File: config.mk
export PLATFORM = sky130hd
export DESIGN_NAME = intel_hex_record_encoder
export DESIGN_NICKNAME = d
export VERILOG_FILES = /design/src/ihex_pkg.sv /design/src/ihex_ucode_rom.sv /design/src/intel_hex_record_encoder.sv
export VERILOG_INCLUDE_DIRS = /design/src /design/src/src
export SDC_FILE = /design/constraint.sdc
export NUM_CORES = 1
export LEC_CHECK = 0
export BUFFER_PORTS_ARGS = -buffer_cell sky130_fd_sc_hd__buf_2
export CORE_ASPECT_RATIO = 1.4
export CORE_MARGIN = 10
export CORE_UTILIZATION = 25
export CTS_CLUSTER_SIZE = 25
export DETAILED_ROUTE_END_ITERATION = 12
export GPL_ROUTABILITY_DRIVEN = 0
export SLEW_MARGIN = 20
export SYNTH_ARGS = -nofsm -noshare
export SYNTH_HDL_FRONTEND = slang
export SYNTH_HIERARCHICAL = 1
export SYNTH_SLANG_ARGS = --single-unit
File: constraint.sdc
create_clock -name clk -period 4.35 [get_ports clk]
set_clock_uncertainty 0.2 [all_clocks]
set_input_delay 0.2175 -clock clk [delete_from_list [all_inputs] [get_ports clk]]
set_output_delay 0.2175 -clock clk [all_outputs]
set_load 0.005 [all_outputs]
File: src/intel_hex_record_encoder_defines.svh
// Assertion macros shared by the Intel HEX encoder sources.
// Depends on nothing; users must have clk and rst_n in scope.
`ifndef INTEL_HEX_RECORD_ENCODER_DEFINES_SVH
`define INTEL_HEX_RECORD_ENCODER_DEFINES_SVH

// Implication checked at every rising edge outside reset.
`define IHEX_ASSERT(lbl, prop, msg) \
    lbl: assert property (@(posedge clk) disable iff (!rst_n) prop) else $error(msg);

// Condition that must never hold outside reset.
`define IHEX_NEVER(lbl, cond, msg) \
    lbl: assert property (@(posedge clk) disable iff (!rst_n) !(cond)) else $error(msg);

`endif

File: src/ihex_pkg.sv
// Shared types, sequencer constants and helper functions for the Intel HEX encoder.
// Depends on nothing.
package ihex_pkg;

    typedef struct packed {
        logic [7:0] data_byte;
        logic       end_of_data;
    } in_word_t;

    typedef struct packed {
        logic [7:0] text_char;
        logic       last_of_run;
    } out_word_t;

    localparam int STEP_W = 5;

    // Program layout: data record from step 0, end record from END_STEP.
    localparam logic [STEP_W-1:0] LOOP_STEP = 5'd9;
    localparam logic [STEP_W-1:0] END_STEP  = 5'd14;

    typedef enum logic [1:0] {
        UK_CHAR,
        UK_HI,
        UK_LO
    } ukind_t;

    typedef enum logic [2:0] {
        US_COUNT,
        US_ADDR_HI,
        US_ADDR_LO,
        US_ZERO,
        US_BUF,
        US_CHK
    } usrc_t;

    typedef struct packed {
        ukind_t     kind;
        usrc_t      src;
        logic [7:0] chr;
        logic       acc;
        logic       loop;
        logic       rec_end;
        logic       fin;
    } uword_t;

    function automatic uword_t mk_char(input logic [7:0] c);
        uword_t w;
        w = '0;
        w.kind = UK_CHAR;
        w.src  = US_ZERO;
        w.chr  = c;
        return w;
    endfunction

    function automatic uword_t mk_hex(input ukind_t k, input usrc_t s, input logic acc);
        uword_t w;
        w = '0;
        w.kind = k;
        w.src  = s;
        w.acc  = acc;
        return w;
    endfunction

    function automatic logic [7:0] hex_ascii(input logic [3:0] nib);
        logic [7:0] c;
        if (nib < 4'd10) begin
            c = 8'h30 + {4'd0, nib};
        end else begin
            c = 8'h37 + {4'd0, nib};
        end
        return c;
    endfunction

endpackage

File: src/ihex_ucode_rom.sv
// Control store of the encoder sequencer: one control word per program step.
// Depends on ihex_pkg.
module ihex_ucode_rom (
    input  logic [ihex_pkg::STEP_W-1:0] step,
    output ihex_pkg::uword_t            word
);

    always_comb
    begin
        case (step)
            5'd0:  word = ihex_pkg::mk_char(8'h3A);
            5'd1:  word = ihex_pkg::mk_hex(ihex_pkg::UK_HI, ihex_pkg::US_COUNT, 1'b0);
            5'd2:  word = ihex_pkg::mk_hex(ihex_pkg::UK_LO, ihex_pkg::US_COUNT, 1'b1);
            5'd3:  word = ihex_pkg::mk_hex(ihex_pkg::UK_HI, ihex_pkg::US_ADDR_HI, 1'b0);
            5'd4:  word = ihex_pkg::mk_hex(ihex_pkg::UK_LO, ihex_pkg::US_ADDR_HI, 1'b1);
            5'd5:  word = ihex_pkg::mk_hex(ihex_pkg::UK_HI, ihex_pkg::US_ADDR_LO, 1'b0);
            5'd6:  word = ihex_pkg::mk_hex(ihex_pkg::UK_LO, ihex_pkg::US_ADDR_LO, 1'b1);
            5'd7:  word = ihex_pkg::mk_hex(ihex_pkg::UK_HI, ihex_pkg::US_ZERO, 1'b0);
            5'd8:  word = ihex_pkg::mk_hex(ihex_pkg::UK_LO, ihex_pkg::US_ZERO, 1'b0);
            5'd9:  word = ihex_pkg::mk_hex(ihex_pkg::UK_HI, ihex_pkg::US_BUF, 1'b0);
            5'd10:
            begin
                word = ihex_pkg::mk_hex(ihex_pkg::UK_LO, ihex_pkg::US_BUF, 1'b1);
                word.loop = 1'b1;
            end
            5'd11: word = ihex_pkg::mk_hex(ihex_pkg::UK_HI, ihex_pkg::US_CHK, 1'b0);
            5'd12: word = ihex_pkg::mk_hex(ihex_pkg::UK_LO, ihex_pkg::US_CHK, 1'b0);
            5'd13:
            begin
                word = ihex_pkg::mk_char(8'h0A);
                word.rec_end = 1'b1;
            end
            // End record ":00000001FF" followed by a newline.
            5'd14: word = ihex_pkg::mk_char(8'h3A);
            5'd15: word = ihex_pkg::mk_char(8'h30);
            5'd16: word = ihex_pkg::mk_char(8'h30);
            5'd17: word = ihex_pkg::mk_char(8'h30);
            5'd18: word = ihex_pkg::mk_char(8'h30);
            5'd19: word = ihex_pkg::mk_char(8'h30);
            5'd20: word = ihex_pkg::mk_char(8'h30);
            5'd21: word = ihex_pkg::mk_char(8'h30);
            5'd22: word = ihex_pkg::mk_char(8'h31);
            5'd23: word = ihex_pkg::mk_char(8'h46);
            5'd24: word = ihex_pkg::mk_char(8'h46);
            5'd25:
            begin
                word = ihex_pkg::mk_char(8'h0A);
                word.fin = 1'b1;
            end
            default:
            begin
                word = ihex_pkg::mk_char(8'h0A);
                word.fin = 1'b1;
            end
        endcase
    end

endmodule

File: src/intel_hex_record_encoder.sv
// A completing word sets busy and step; the first character is then registered for output.
// Throughput: one character per cycle while out_stall is low; a record of n bytes is
// 12 + 2n characters, the end record 12 more, and the input stalls while the sequencer
// walks its program. A byte that does not complete a record is taken with no output.
// Reset clears fill count, load address and sequencer; the limit returns to 16.
// The record buffer is not cleared. Depends on ihex_pkg, ihex_ucode_rom and the defines header.
`include "intel_hex_record_encoder_defines.svh"

module intel_hex_record_encoder #(
    parameter int MAX_RECORD_BYTES = 16
) (
    input  logic                clk,
    input  logic                rst_n,
    input  logic                in_valid,
    output logic                in_stall,
    input  ihex_pkg::in_word_t  in_data,
    output logic                out_valid,
    input  logic                out_stall,
    output ihex_pkg::out_word_t out_data,
    input  logic                cfg_valid,
    output logic                cfg_ready,
    input  logic [4:0]          cfg_data
);

    localparam int CW   = $clog2(MAX_RECORD_BYTES + 1);
    localparam int IDXW = (MAX_RECORD_BYTES > 1) ? $clog2(MAX_RECORD_BYTES) : 1;
    localparam logic [CW-1:0] MAX_FILL = CW'(MAX_RECORD_BYTES);

    logic [7:0]    buf_mem [MAX_RECORD_BYTES];
    logic [7:0]    buf_rd_reg;

    logic [4:0]    limit_reg, limit_next;
    logic [CW-1:0] fill_reg, fill_next;
    logic [15:0]   addr_reg, addr_next;
    logic          busy_reg, busy_next;
    logic          endf_reg, endf_next;
    logic [ihex_pkg::STEP_W-1:0] step_reg, step_next;
    logic [IDXW-1:0] idx_reg, idx_next;
    logic [7:0]    sum_reg, sum_next;
    logic          ovld_reg, ovld_next;
    ihex_pkg::out_word_t oword_reg, oword_next;

    ihex_pkg::uword_t uw;
    logic          in_acc;
    logic          adv;
    logic          room;
    logic [CW-1:0] fill_ins;
    logic [4:0]    lim;
    logic [7:0]    sel_byte;
    logic [3:0]    nib;
    logic [7:0]    chr;
    logic [CW-1:0] idx_inc;

    ihex_ucode_rom u_rom (
        .step (step_reg),
        .word (uw)
    );

    assign in_stall  = busy_reg;
    assign cfg_ready = !busy_reg;
    assign out_valid = ovld_reg;
    assign out_data  = oword_reg;

    assign in_acc   = in_valid && !busy_reg;
    assign adv      = busy_reg && (!ovld_reg || !out_stall);
    assign room     = fill_reg < MAX_FILL;
    assign fill_ins = room ? fill_reg + CW'(1) : fill_reg;
    assign idx_inc  = CW'(idx_reg) + CW'(1);

    always_comb
    begin
        if (limit_reg == 5'd0) begin
            lim = 5'd1;
        end else if (limit_reg > 5'(MAX_RECORD_BYTES)) begin
            lim = 5'(MAX_RECORD_BYTES);
        end else begin
            lim = limit_reg;
        end
    end

    always_comb
    begin
        case (uw.src)
            ihex_pkg::US_COUNT:   sel_byte = 8'(fill_reg);
            ihex_pkg::US_ADDR_HI: sel_byte = addr_reg[15:8];
            ihex_pkg::US_ADDR_LO: sel_byte = addr_reg[7:0];
            ihex_pkg::US_BUF:     sel_byte = buf_rd_reg;
            ihex_pkg::US_CHK:     sel_byte = 8'd0 - sum_reg;
            default:              sel_byte = 8'd0;
        endcase
        nib = (uw.kind == ihex_pkg::UK_HI) ? sel_byte[7:4] : sel_byte[3:0];
        chr = (uw.kind == ihex_pkg::UK_CHAR) ? uw.chr : ihex_pkg::hex_ascii(nib);
    end

    always_comb
    begin
        limit_next = limit_reg;
        fill_next  = fill_reg;
        addr_next  = addr_reg;
        busy_next  = busy_reg;
        endf_next  = endf_reg;
        step_next  = step_reg;
        idx_next   = idx_reg;
        sum_next   = sum_reg;
        ovld_next  = ovld_reg;
        oword_next = oword_reg;

        if (cfg_valid && cfg_ready) begin
            limit_next = cfg_data;
        end

        if (ovld_reg && !out_stall) begin
            ovld_next = 1'b0;
        end

        if (in_acc) begin
            idx_next = '0;
            sum_next = 8'd0;
            if (in_data.end_of_data) begin
                busy_next = 1'b1;
                endf_next = 1'b1;
                step_next = (fill_reg == '0) ? ihex_pkg::END_STEP : '0;
            end else begin
                fill_next = fill_ins;
                if (5'(fill_ins) >= lim) begin
                    busy_next = 1'b1;
                    endf_next = 1'b0;
                    step_next = '0;
                end
            end
        end

        if (adv) begin
            ovld_next = 1'b1;
            oword_next.text_char   = chr;
            oword_next.last_of_run = 1'b0;
            step_next = step_reg + 1'b1;
            if (uw.acc) begin
                sum_next = sum_reg + sel_byte;
            end
            if (uw.loop) begin
                idx_next = idx_reg + 1'b1;
                if (idx_inc != fill_reg) begin
                    step_next = ihex_pkg::LOOP_STEP;
                end
            end
            if (uw.rec_end) begin
                addr_next = addr_reg + 16'(fill_reg);
                fill_next = '0;
                if (!endf_reg) begin
                    busy_next = 1'b0;
                    oword_next.last_of_run = 1'b1;
                end
            end
            if (uw.fin) begin
                busy_next = 1'b0;
                endf_next = 1'b0;
                fill_next = '0;
                addr_next = 16'd0;
                oword_next.last_of_run = 1'b1;
            end
        end
    end

    always_ff @(posedge clk or negedge rst_n)
    begin
        if (!rst_n) begin
            limit_reg <= 5'd16;
            fill_reg  <= '0;
            addr_reg  <= 16'd0;
            busy_reg  <= 1'b0;
            endf_reg  <= 1'b0;
            step_reg  <= '0;
            idx_reg   <= '0;
            sum_reg   <= 8'd0;
            ovld_reg  <= 1'b0;
        end else begin
            limit_reg <= limit_next;
            fill_reg  <= fill_next;
            addr_reg  <= addr_next;
            busy_reg  <= busy_next;
            endf_reg  <= endf_next;
            step_reg  <= step_next;
            idx_reg   <= idx_next;
            sum_reg   <= sum_next;
            ovld_reg  <= ovld_next;
        end
    end

    always_ff @(posedge clk)
    begin
        oword_reg <= oword_next;
    end

    // The buffer only ever takes a byte at the current fill position.
    // The read port follows the next loop index, so the byte is ready when its step runs.
    always_ff @(posedge clk)
    begin
        if (in_acc && !in_data.end_of_data && room) begin
            buf_mem[fill_reg[IDXW-1:0]] <= in_data.data_byte;
        end
        buf_rd_reg <= buf_mem[idx_next];
    end

    `IHEX_NEVER(a_fill_bound, fill_reg > MAX_FILL, "fill count beyond buffer depth")
    `IHEX_ASSERT(a_rec_nonempty, (busy_reg && !endf_reg) |-> (fill_reg != '0),
        "data record started with an empty buffer")
    `IHEX_ASSERT(a_last_idle, (adv && (uw.fin || (uw.rec_end && !endf_reg))) |=>
        (!busy_reg && out_valid && out_data.last_of_run), "final character did not end the run")
    `IHEX_NEVER(a_loop_index, busy_reg && uw.loop && (idx_inc > fill_reg),
        "data loop ran past the buffered bytes")

endmodule

==> results.py, run 1 <==
metrics = {
    "run_status": {
        "run_status": "finished, final reports clean",
    },
    "min_path": {
        "hp-class": "in -> reg",
    },
    "clock_network": {
        "post_cts_buffers": 0,
        "ctsLongestPathBuffers": 2,
        "path_clk_slew_ps": 70,
        "cts_made_buffers": 17,
        "cts_tree": "done",
        "root_buffer": "clkbuf_16",
        "clk_latency_ps": 440,
        "clock_sinks": 191,
        "cts_max_level": 4,
    },
    "global_route": {
        "grt_pass1_wl_um": 38500,
        "grt_pass1_vias": 6833,
        "grt_max_degree": 47,
        "grt.total_usage_pct": 10.2,
        "overflow": 0,
        "antenna_found_initial": 0,
    },
    "routing": {
        "initialDrtViolationCount": 455,
        "vias": 6686,
        "drc": 0,
        "first_pass_iters": 5,
        "antenna_left": 0,
        "wire_per_inst_um": 16.8,
        "viasPerCell": 4.69,
        "drt-total-wl_um": 24000,
    },
    "floorplan": {
        "core-area_mm2": 0.0392,
        "row_count": 86,
        "start_util_pct": 25.2,
        "die_x_um": 188,
        "num_io_pins": 31,
        "die_h_um": 255,
        "dieArea_mm2": 0.0479,
    },
    "final_layout": {
        "final_util_pct": 29.1,
        "final_common_cell": "edfxtp_1",
        "final_cell_mix": "edfxtp_1, nand2_1, nor2_1",
        "area_growth_pct": 15.8,
        "nets": 936,
        "drive_gt1_share_pct": 16.8,
        "antennaDiodeCount": 0,
        "largest_reg_flops": 128,
    },
    "placement": {
        "port_buffers": 30,
        "hpwl_um": 17500,
    },
    "timing": {
        "fin_crit_ps": 3980,
        "grt_setup_unrepaired": "no",
        "tns_ps": 0,
        "max_slew_margin_pct": 36.3,
        "max_freq_mhz": 251,
        "slew_viol_final": 0,
        "worst_pin_slew_ps": 953,
        "finalHoldViolCount": 0,
        "setup_violations": 0,
        "period_share_pct": 91.5,
    },
    "synthesis": {
        "syn_nets": 889,
        "syn_area_mm2": 0.00985,
        "async_reset_ff_share_pct": 24.1,
        "ys_seq_elements": 191,
        "synth_cell_types": 78,
        "avgSynthCellArea_um2": 11.8,
        "syn_inst": 838,
        "synthFlopType": "edfxtp_1",
        "yosys_warnings": 6,
        "synth_edf_count": 137,
        "ys_seq_area_share_pct": 55.1,
    },
    "power_and_ir_drop": {
        "vdd_ir_drop_max_uv": 283,
        "p_leak_nw": 4.15,
        "power.density_mw_per_mm2": 638,
    },
    "setup_path": {
        "crit_type": "reg -> reg",
        "start_kind": "register",
        "cp.required_ps": 4470,
        "crit_fanout": 22,
        "endpoint_kind": "register",
        "critPathArrivalTime_ps": 4100,
    },
    "job": {
        "cap_violations": 0,
    },
}
[metrics by stage]
stage	instance area (um2)	hold slack, ps	instances	power, mW	setup WS (ps)
after floorplan	9850	-278	838	4.90	609
after global placement	10700	155	1378	5.71	501
after detailed placement	10700	161	1378	5.76	349
after CTS	11400	6.29	1426	7.33	335
after global routing	11400	52.1	1426	7.85	55.3
final	11400	30.1	1426	7.28	368
[Yosys cell counts (5+ instances only)]
cell type | instances | area, um2
edfxtp_1 | 137 | 4110
mux4_2 | 18 | 405
ha_1 | 30 | 375
o21bai_1 | 6 | 45.0
nand3b_1 | 5 | 37.5
o31ai_1 | 10 | 75.1
xnor2_1 | 21 | 184
buf_1 | 11 | 41.3
mux2_2 | 24 | 270
nand3_1 | 35 | 175
xor2_1 | 10 | 87.6
o22ai_1 | 10 | 62.6
or3_1 | 5 | 31.3
nand2b_1 | 11 | 68.8
nand2_1 | 83 | 312
nor4bb_1 | 5 | 50.1
nor3_1 | 31 | 155
a22oi_1 | 6 | 45.0
a211oi_1 | 8 | 60.1
a31o_2 | 7 | 61.3
dfxtp_1 | 8 | 160
dfrtp_1 | 45 | 1130
a21oi_1 | 37 | 185
nor2b_1 | 15 | 93.8
nor3b_1 | 5 | 37.5
a31oi_1 | 11 | 68.8
and2_1 | 6 | 37.5
a21o_1 | 6 | 45.0
nor2_1 | 56 | 210
o21a_1 | 5 | 37.5
clkbuf_1 | 23 | 86.3
o21ai_0 | 32 | 160
inv_1 | 22 | 82.6
mux2i_1 | 17 | 170
[metal layers]
metal | up-vias | part of all wire, % | global-route usage, %
met1 | 3304 | 40 | 10.9
met3 | 30 | 2.9 | 1.83
li1 | 3236 | - | -
met5 | - | 0 | 0
met2 | 116 | 55 | 19.2
met4 | 0 | 2.3 | 4.28
[critical path: stages, from the launching register on]
cell	delay (ps)
dfrtp_1	440
inv_1	130
ha_1	260
o21ai_0	180
nand2_1	390
a211oi_1	310
a211oi_1	90
a221oi_1	410
inv_1	120
ha_1	360
nand3_1	90
o211ai_1	120
o41ai_1	320
xnor2_1	180
o21ai_0	100
nand2_1	80
o21ai_0	70
[layout make-up]
class	count	area (um2)
clock buffer	19	433
inverter	25	96.3
clock inverter	13	148
fill	4012	27800
timing repair buffer	73	513
sequential	191	5430
multi-input combinational	577	4130
tap	528	661
[power by group]
part | switching, mW | internal [mW] | total, mW | leakage (nW)
Combinational | 1.91 | 1.39 | 3.30 | 1.98
Clock | 0.733 | 0.820 | 1.55 | 0.286
Sequential | 0.217 | 2.21 | 2.43 | 1.89
[worst paths after layout]
| check | slack [ps] | to | depth (start not counted) | start |
|---|---|---|---|---|
| min in group asynchronous | 240 | sum_reg[7] | 3 | rst_n |
| setup / recovery | 370 | sum_reg[7] | 16 | step_reg[1] |
| max in group asynchronous | 3250 | in_stall | 3 | rst_n |
| hold / removal | 30 | limit_reg[4] | 4 | cfg_valid |
| hold reg to reg | 320 | limit_reg[0] | 1 | limit_reg[0] |
| setup reg to reg | 370 | sum_reg[7] | 16 | step_reg[1] |
[logic make-up (layout without fill, tap and decap cells)]
group           count (synthesis)  count (layout)  share of synthesized area [%]
compound gates                174             174                           12.0
buf+inv                        70             130                           3.19
mux                            59              59                           8.58
fa+ha+maj                      32              32                           4.22
flops                         191             191                           55.1
simple gates                  280             280                           14.1
other cells                     1               1                         0.0381
xor+xnor                       31              31                           2.76
[repair_timing]
action | CTS | global route
setup endpoints to repair | 0 | 2
endpoints found under the hold margin | 170 | 0
resized for setup | 0 | 1
hold buffers | 16 | 0
No activity file was read; power rests on OpenSTA's default activity.
==> inputs of run 2 (changes only) <==
Settings changed: HOLD_SLACK_MARGIN set to 0.06, SLEW_MARGIN 20 to 40.
==> run 2 against run 1 <==
Via count rose by 1.0%. Register-to-register slack improved by 20 ps. Clock power barely moved. Global-route usage barely moved. Highest routed layer unchanged. Count of clock-buffer cells in the layout fell by 1. Cell area rose by 0.40%. Critical endpoint unchanged. Routed wire length rose by 0.34%.
==> results.py, run 2 (synthesis results as in run 1) <==
metrics = {
    "run_status": {
        "run_status": "finished, final reports clean",
    },
    "final_layout": {
        "ff_latch_area_mm2": 0.00543,
        "final_cell_mix": "edfxtp_1, nand2_1, nor2_1",
        "multi_input_area_mm2": 0.00415,
        "final_common_cell": "edfxtp_1",
        "antennaDiodeCount": 0,
        "nets": 938,
        "area_growth_pct": 16.2,
        "drive_gt1_share_pct": 17.7,
        "final_cells": 1428,
        "final_area_mm2": 0.0115,
        "largest_reg_flops": 128,
        "final_util_pct": 29.2,
        "n_fill_cell": 3984,
    },
    "routing": {
        "vias": 6756,
        "wl_met1_um": 9600,
        "drc": 0,
        "antenna_left": 0,
        "viasPerCell": 4.73,
        "highest_layer": "met4",
        "first_pass_iters": 5,
        "routed-wl-met2_um": 13000,
        "drt-total-wl_um": 24000,
        "wire_per_inst_um": 16.8,
        "wl_met3_um": 639,
        "initialDrtViolationCount": 357,
    },
    "floorplan": {
        "row_count": 86,
        "die_h_um": 255,
        "dieArea_mm2": 0.0479,
        "num_io_pins": 31,
        "die_x_um": 188,
        "core-area_mm2": 0.0392,
        "start_util_pct": 25.2,
    },
    "power_and_ir_drop": {
        "p_clk_share_pct": 21.5,
        "power.density_mw_per_mm2": 640,
        "vdd_ir_drop_max_uv": 254,
        "p_switching_mw": 2.89,
        "p_leak_nw": 4.16,
        "p_int_mw": 4.43,
        "swShare_pct": 39.5,
        "p_total_mw": 7.33,
        "comb_power_share_pct": 45.3,
        "pwr-share-seq_pct": 33.2,
    },
    "timing": {
        "postLayoutSetupSlackWorst_ps": 387,
        "max_slew_margin_pct": 44.6,
        "worst_pin_slew_ps": 831,
        "tns_ps": 0,
        "setup_violations": 0,
        "period_share_pct": 91.1,
        "fin_crit_ps": 3960,
        "hold-worst-slack_ps": 118,
        "slew_viol_final": 0,
        "finalHoldViolCount": 0,
        "grt_setup_unrepaired": "no",
        "max_freq_mhz": 252,
    },
    "global_route": {
        "grt_pass1_wl_um": 38300,
        "grt_max_degree": 47,
        "grt.total_usage_pct": 10.2,
        "overflow": 0,
        "antenna_found_initial": 0,
        "grt_pass1_vias": 6850,
    },
    "setup_path": {
        "start_kind": "register",
        "crit_type": "reg -> reg",
        "worstPathCellList": "inv_1 -> ha_1 -> o21ai_0 -> nand2_1 -> a211oi_1 -> a211oi_1 -> a221oi_1 -> inv_1 -> ha_1 -> nand3_1 -> o211ai_1 -> o41ai_1 -> xnor2_1 -> o21ai_0 -> nand2_1 -> o21ai_0",
        "slowest_delay_ps": 440,
        "critPathArrivalTime_ps": 4090,
        "critPathBufInv": 2,
        "worst_path_most_repeated_cell": "o21ai_0",
        "crit_fanout": 22,
        "critPathSlowestCell": "dfrtp_1",
        "cpLargestDelayFamily": "compound AO/OA/AOI/OAI gates",
        "cp.required_ps": 4480,
        "endpoint_kind": "register",
    },
    "placement": {
        "post-place-ws_ps": 332,
        "placed_area_mm2": 0.0107,
        "dpl.cell_count": 1378,
        "port_buffers": 30,
        "hpwl_um": 17600,
    },
    "clock_network": {
        "path_clk_slew_ps": 70,
        "ctsLongestPathBuffers": 2,
        "root_buffer": "clkbuf_16",
        "cts_max_level": 4,
        "clk_latency_ps": 450,
        "cts_made_buffers": 17,
        "cts_tree": "done",
        "clock_sinks": 191,
    },
    "job": {
        "cap_violations": 0,
    },
    "min_path": {
        "hp-class": "in -> reg",
    },
}
[run 2: cell types whose count changed in the layout (fill, tap and decap cells not counted), sizes merged]
cell and delta:
clkbuf -1, clkinvlp +1, dlygate4sd3 +2
[run 2: tightest hold or removal path, delay by kind of cell]
family	cells	cell delay (ps)
buf+inv	1	90
mux	1	240
simple gates	1	180
[run 2: cell type report]
class / count / share of cell area (%)
clock buffers: 18 / 3.75
clock inverters: 14 / 1.41
well taps: 528 / 5.77
repair buffers: 75 / 4.65
multi-input cells: 577 / 36.2
inverters: 25 / 0.841
flip-flops and latches: 191 / 47.4
[run 2: path summary, 6_finish.rpt]
check                           slack, ps  cells after the start    startpoint      endpoint
worst max-delay path                  390                     16   step_reg[1]    sum_reg[7]
worst min register to register        320                      1  limit_reg[0]  limit_reg[0]
max in group asynchronous            3260                      3         rst_n  limit_reg[1]
worst max register to register        390                     16   step_reg[1]    sum_reg[7]
worst min-delay path                  120                      3     cfg_valid  limit_reg[0]
min in group asynchronous             230                      3         rst_n    sum_reg[7]
[run 2: per-layer routing]
| layer | GRT usage, % | vias up |
|---|---|---|
| met2 | 19.0 | 118 |
| li1 | - | 3241 |
| met5 | 0 | - |
| met4 | 5.38 | 0 |
| met1 | 10.8 | 3352 |
| met3 | 1.59 | 45 |
[run 2: power groups by stage]
stage / Clock (mW) / Sequential, mW / Combinational, mW
6_report: 1.58 / 2.43 / 3.32
4_1_cts: 1.61 / 2.43 / 3.32
2_1_floorplan: 0 / 2.40 / 2.50
3_5_place_dp: 0 / 2.47 / 3.29
5_1_grt: 1.69 / 2.46 / 3.73
3_3_place_gp: 0 / 2.47 / 3.24
[run 2: repair_timing]
action,CTS,global route
endpoints found under the hold margin,184,0
setup buffers,0,0
hold buffers,18,0
gates resized for setup,0,1
setup endpoints to repair,0,2
